===== config.mk =====
export PLATFORM = sky130hd
export DESIGN_NAME = ehdmt_ctrl
export DESIGN_NICKNAME = d
export VERILOG_FILES = /design/src/sv/ehdmt_pkg.sv /design/src/sv/ehdmt_ctrl.sv
export SDC_FILE = /design/constraint.sdc
export NUM_CORES = 1
export LEC_CHECK = 0
export ABC_AREA = 1
export BUFFER_PORTS_ARGS = -buffer_cell sky130_fd_sc_hd__clkbuf_2
export CAP_MARGIN = 20
export CORE_AREA = 2 2 39 41
export CTS_CLUSTER_DIAMETER = 50
export DETAILED_ROUTE_END_ITERATION = 16
export DIE_AREA = 0 0 41 43
export GPL_ROUTABILITY_DRIVEN = 1
export PLACE_DENSITY_LB_ADDON = 0.25
export SYNTH_ARGS = -nofsm -noshare
export SYNTH_HDL_FRONTEND = slang
export SYNTH_SLANG_ARGS = --single-unit

===== constraint.sdc =====
create_clock -name aclk -period 1.25 [get_ports aclk]
set_input_delay 0.1875 -clock aclk [delete_from_list [all_inputs] [get_ports aclk]]
set_output_delay 0.1875 -clock aclk [all_outputs]
set_load 0.005 [all_outputs]

===== src/sv/ehdmt_pkg.sv =====
// ============================================================================
// ehdmt_pkg: shared types, constants and the hash fold for the ELF hash table
// Field widths, command codes, controller/datapath command and status
// structs, and the per-byte PJW/ELF fold.
// ============================================================================
package ehdmt_pkg;

    localparam int CMD_W   = 2;
    localparam int KEY_W   = 8;
    localparam int VALUE_W = 32;
    localparam int SLOT_W  = 10;
    localparam int CFG_W   = 11;
    localparam int HASH_W  = 28;
    localparam int FOLD_W  = HASH_W + 4;

    localparam int TABLE_DEPTH_DEF = 1024;
    localparam int DATA_WIDTH_DEF  = 32;

    localparam logic [CFG_W-1:0] TABLE_SIZE_RST = 11'd100;

    localparam logic [CMD_W-1:0] CMD_LOOKUP = 2'd0;
    localparam logic [CMD_W-1:0] CMD_ADD    = 2'd1;
    localparam logic [CMD_W-1:0] CMD_REMOVE = 2'd2;
    localparam logic [CMD_W-1:0] CMD_CLEAR  = 2'd3;

    // Controller to datapath commands
    typedef struct packed {
        logic fold;         // fold a non-final key byte into the accumulator
        logic capture;      // final byte: latch request, start the slot divide
        logic sweep_start;  // rewind the clear sweep pointer
        logic sweep_write;  // invalidate the entry under the sweep pointer
        logic mem_write;    // write add/remove data to the hashed slot
        logic mem_read;     // read the hashed slot
        logic out_load;     // load the response register
    } ehdmt_ctl_t;

    // Datapath to controller status
    typedef struct packed {
        logic div_busy;
        logic sweep_last;
        logic out_free;
        logic op_lookup;
    } ehdmt_sts_t;

    // One PJW/ELF step: shift in the byte, fold the top nibble back down.
    function automatic logic [HASH_W-1:0] fold_byte(
        input logic [HASH_W-1:0] acc,
        input logic [KEY_W-1:0]  key
    );
        logic [FOLD_W-1:0] h;
        begin
            h = {acc, 4'b0000} + FOLD_W'(key);
            return h[HASH_W-1:0] ^ HASH_W'({h[FOLD_W-1:HASH_W], 4'b0000});
        end
    endfunction

endpackage


===== src/sv/ehdmt_ctrl.sv =====
// ============================================================================
// ehdmt_ctrl: request sequencer
// Steps each final-byte lookup, add or remove request through divide, table
// access and response; runs the table clear sweep after reset and on a clear request.
// ============================================================================
module ehdmt_ctrl (
    input  logic                   aclk,
    input  logic                   aresetn,
    input  logic                   s_valid,
    input  logic                   s_key_last,
    input  logic [ehdmt_pkg::CMD_W-1:0] s_cmd,
    output logic                   s_ready,
    output ehdmt_pkg::ehdmt_ctl_t  ctl,
    input  ehdmt_pkg::ehdmt_sts_t  sts
);
    import ehdmt_pkg::*;

    localparam logic [2:0] ST_CLR    = 3'd0;
    localparam logic [2:0] ST_IDLE   = 3'd1;
    localparam logic [2:0] ST_DIV    = 3'd2;
    localparam logic [2:0] ST_ACCESS = 3'd3;
    localparam logic [2:0] ST_RESP   = 3'd4;

    logic [2:0] state_reg;
    logic [2:0] state_next;

    always_comb begin
        state_next = state_reg;
        ctl        = '0;
        unique case (state_reg)
            ST_CLR: begin
                ctl.sweep_write = 1'b1;
                if (sts.sweep_last) begin
                    state_next = ST_IDLE;
                end
            end
            ST_IDLE: begin
                if (s_valid) begin
                    if (!s_key_last) begin
                        ctl.fold = 1'b1;
                    end else begin
                        ctl.capture = 1'b1;
                        if (s_cmd == CMD_CLEAR) begin
                            ctl.sweep_start = 1'b1;
                            state_next      = ST_CLR;
                        end else begin
                            state_next = ST_DIV;
                        end
                    end
                end
            end
            ST_DIV: begin
                if (!sts.div_busy) begin
                    state_next = ST_ACCESS;
                end
            end
            ST_ACCESS: begin
                if (sts.op_lookup) begin
                    ctl.mem_read = 1'b1;
                end else begin
                    ctl.mem_write = 1'b1;
                end
                state_next = ST_RESP;
            end
            ST_RESP: begin
                if (sts.out_free) begin
                    ctl.out_load = 1'b1;
                    state_next   = ST_IDLE;
                end
            end
            default: begin
                state_next = ST_CLR;
            end
        endcase
    end

    always_ff @(posedge aclk) begin
        if (!aresetn) begin
            state_reg <= ST_CLR;
        end else begin
            state_reg <= state_next;
        end
    end

    assign s_ready = (state_reg == ST_IDLE);

endmodule


Word-level counts from Yosys, hierarchy flattened
Index checks and enable logic that the tools add are counted.

storage, ports and cells
  logic and storage cells = 31
  memory bits (writable) = 0
  flip-flop bits (word level) = 3
  ROM bits = 0
  output and inout port bits = 8
  memories kept = 0
  bits in latches = 0

operators by class
  multipliers = 0
  bitwise gates (word level) = 0
  add/subtract/negate cells = 0
  equal/unequal tests = 10
  reduce and logical (&&, ||, !) cells = 2
  magnitude comparators = 0
  mux-type cells = 18
  shift operators = 0
  div/mod/pow operators = 0

operators by type and width
  kind                                                              number
  3-bit two-way mux                                                 7
  3-bit one-hot mux with 5 select lines                             1
  2-bit != test (second input constant)                             5
  1-bit two-way mux                                                 7
  3-bit by 2-bit == test with 1-bit output (second input constant)  2
  2-bit two-way mux                                                 3
  5-bit AND reduction                                               1
  3-bit by 1-bit == test with 1-bit output (second input constant)  1
  3-bit == test (second input constant)                             1
  3-bit zero test                                                   1
  2-bit == test (second input constant)                             1

Depth between registers and ports, before layout
  depth in word-level cells = 5
  mapped depth = 8
  gate-level depth less buffers = 8

Worst setup path after synthesis
OpenSTA, ideal clock, no wires.

  path type = flip-flop to output port
  start point = register state_reg[0]
  end point = output ctl[4] (netlist name)
  slack = 0.153 ns
  path buffers = 0
  stages on the path, launching flop included = 5
  data arrival time = 0.909 ns
  data required time = 1.062 ns
  cells stage by stage = dfxtp_1 inv_2 nor3_2 inv_1 nor3_1

RTL lines
  what                    RTL line          source
  start, declared         ehdmt_ctrl.sv:24  logic [2:0] state_reg;
  start signal, assigned  ehdmt_ctrl.sv:81  state_reg <= state_next;
  end, declared           ehdmt_ctrl.sv:13  output ehdmt_pkg::ehdmt_ctl_t ctl,

==> impl_metrics.toml <==
[outcome]
outcome = "finished, violations left"
violations = "setup timing"

[setup_path]
r2r-end = "state_reg[1]$_SDFFE_PN0P_"
reg2reg_depth = 8
critPathBufInv = 2
criticalPathCategory = "flop to output pin"
cp_max_fo = 7
r2r_slack_ns = 0.08
crit_chain = "buf_12 -> nor4_2 -> buf_2"
path_delay_family = "flip-flops"
crit_cells = 3
arrival_ns = 1.09
slowest_stage = "dfxtp_4"
r2r-start = "state_reg[2]$_SDFFE_PN0P_"
endpoint_kind = "output pin"
cp_slowest_stage_delay_ns = 0.35
cp-start-kind = "flop"
cp.required_ns = 1.06

[floorplan]
dieArea_um2 = 1760
initial_core_util = 0.187
rows = 14
coreArea_um2 = 1380
die_w_um = 41
die_y_um = 43
io_pins = 18

[grt]
grt_pass1_vias = 292
grt_usage = 0.0853
grt_busiest_layer = "met2"
grt_max_degree = 9
use_met3 = 0.0524
grtUsageMet2 = 0.153
grt_remaining_overflow = 0
grt_pass1_wl_um = 986
grt_antenna_before_repair = 0
grt_use_met1 = 0.0641

[drt]
vias = 367
routed_wl_um = 721
post_drt_wl_per_cell_um = 8.19
ant_nets = 0
first_pass_iters = 2
first_iter_violations = 2
vias_per_cell = 4.17
drc = 0

[sta]
setup_tns_ns = -0.0714
clock.fmax_ghz = 0.782
setup_ws_ns = -0.0288
final_hold_viol_count = 0
rsz0062_at_grt = "true"
worstMarginPinSlew_ns = 0.194
fin_worst_skew_ns = 0.00197
setup_viol = 4
min_period_ns = 1.28
post-route-period-util = 1.02
slew_headroom = 0.870
drv_slew = 0

[power]
sw_frac_of_total = 0.411
worst_ir_drop_vdd_uv = 630
leakage_uw = 0.000257
p_seq_frac = 0.192
internal-power_uw = 667
p_switching_uw = 465
powerDensity_nw_per_um2 = 2260
clkPwrFrac = 0.146
power_frac_comb = 0.662

[yosys]
synth_seq_cells = 3
synth_top_cell_by_area = "dfxtp_1"
ys_top_cells_by_area = "dfxtp_1, nor2_1, nand2_1"
synth_cell_types = 15
synth-seq-area-share = 0.232
syn_nets = 54
synthCells = 44
synth.yosys.warnings = 0
postSynthAreaPerCell_um2 = 5.89
synth_area_um2 = 259
synth_top_area_frac = 0.232

[clock_tree]
cts_tree = "built"
clkTransAtPathRegs_ns = 0.04
cts_inserted_buffers = 3
htreeDepth = 1
cts-root-buf = "clkbuf_4"
clock_latency_ns = 0.23
cts_buffer_depth = 2
cts.sink_count = 3

[min_path]
holdPathStages = 3
hp-class = "input pin to flop"
holdPathEnd = "state_reg[0]$_SDFFE_PN0P_"
min_from = "aresetn"

[placement]
place.port_buffers = 17
place.gp.congestion = 0.717
dp_hpwl_um = 524
dpl-instance-area_um2 = 353
place_ws_ns = 0.0155

[cells_and_area]
diodes = 0
layout_commonest_cell = "clkbuf_2"
mostFrequentLayoutCells = "clkbuf_2, nor2_1, nand2_1"
syn2layout_area_growth_pct = 93.7
nNetsFinal = 83
fin_area_um2 = 502
n_fill_cell = 159
drive_gt1_frac = 0.597
largest_register_ffs = 3

[run]
maxCapViolations = 0
==> what timing repair did <==
item                                    CTS  global route
cloned                                    0             0
hold buffers                              0             0
buffers inserted                          4             4
endpoints found under the setup margin    7            10
pin swaps                                 3             5
resized for setup                         6            14
==> cell type report <==
type                    count  area (um^2)  share of cell area
well taps                  16         20.0              0.0399
repair buffers             25          164               0.327
flip-flops and latches      3         71.3               0.142
inverters                   6         25.0              0.0499
clock buffers               4         26.3              0.0524
multi-input cells          34          195               0.389
==> worst max-delay path by stage <==
stage / slack (ns) / start / to
6_report: -0.03 / state_reg[1]$_SDFFE_PN0P_ / ctl[0]
5_1_grt: -0.12 / state_reg[2]$_SDFFE_PN0P_ / ctl[4]
3_3_place_gp: 0.06 / state_reg[0]$_SDFFE_PN0P_ / ctl[4]
4_1_cts: -0.09 / state_reg[0]$_SDFFE_PN0P_ / ctl[4]
2_1_floorplan: 0.15 / state_reg[0]$_SDFFE_PN0P_ / ctl[4]
3_5_place_dp: 0.02 / state_reg[0]$_SDFFE_PN0P_ / ctl[4]
==> metrics by stage <==
| step | util | power (uW) | std cells | hold slack (ns) |
|---|---|---|---|---|
| detailed placement | 0.255 | 651 | 76 | 0.429 |
| global placement | 0.255 | 655 | 76 | 0.433 |
| floorplan | - | 551 | 44 | 0.308 |
| finish | 0.363 | 1130 | 88 | 0.180 |
| global route | 0.363 | 1250 | 88 | 0.203 |
| CTS | 0.307 | 960 | 84 | 0.172 |
==> worst register-to-register path, cell delays in order, from the launching register on <==
cell,delay (ns)
dfxtp_4,0.35
buf_4,0.14
buf_4,0.13
nor2_2,0.09
nand3_1,0.09
nand2_2,0.09
nor2_4,0.05
nor2_1,0.08
nor2_1,0.05
==> kinds of logic after synthesis <==
logic type / Yosys count / share of synthesized area
simple gates: 32 / 0.589
buf+inv: 7 / 0.130
flops: 3 / 0.232
compound gates: 2 / 0.0483
==> layer usage <==
metal  part of all wire  vias to the layer above
met5                  0                        -
met4                  0                        0
met3              0.071                        0
met2               0.53                       10
met1               0.40                      158
li1                   -                      199
==> cell usage after synthesis (all sizes together) <==
cell	n
a21boi	1
a21oi	1
buf	1
dfxtp	3
inv	6
nand2	10
nand3	3
nand3b	1
nor2	13
nor3	4
nor4	1
==> power by group through the flow <==
stage	sequential (uW)	combinational (uW)	clock (uW)
2_1_floorplan	173	378	0
3_3_place_gp	210	445	0
3_5_place_dp	211	440	0
4_1_cts	227	557	177
5_1_grt	221	842	183
6_report	217	750	165
No activity file was read; power rests on OpenSTA's default activity.
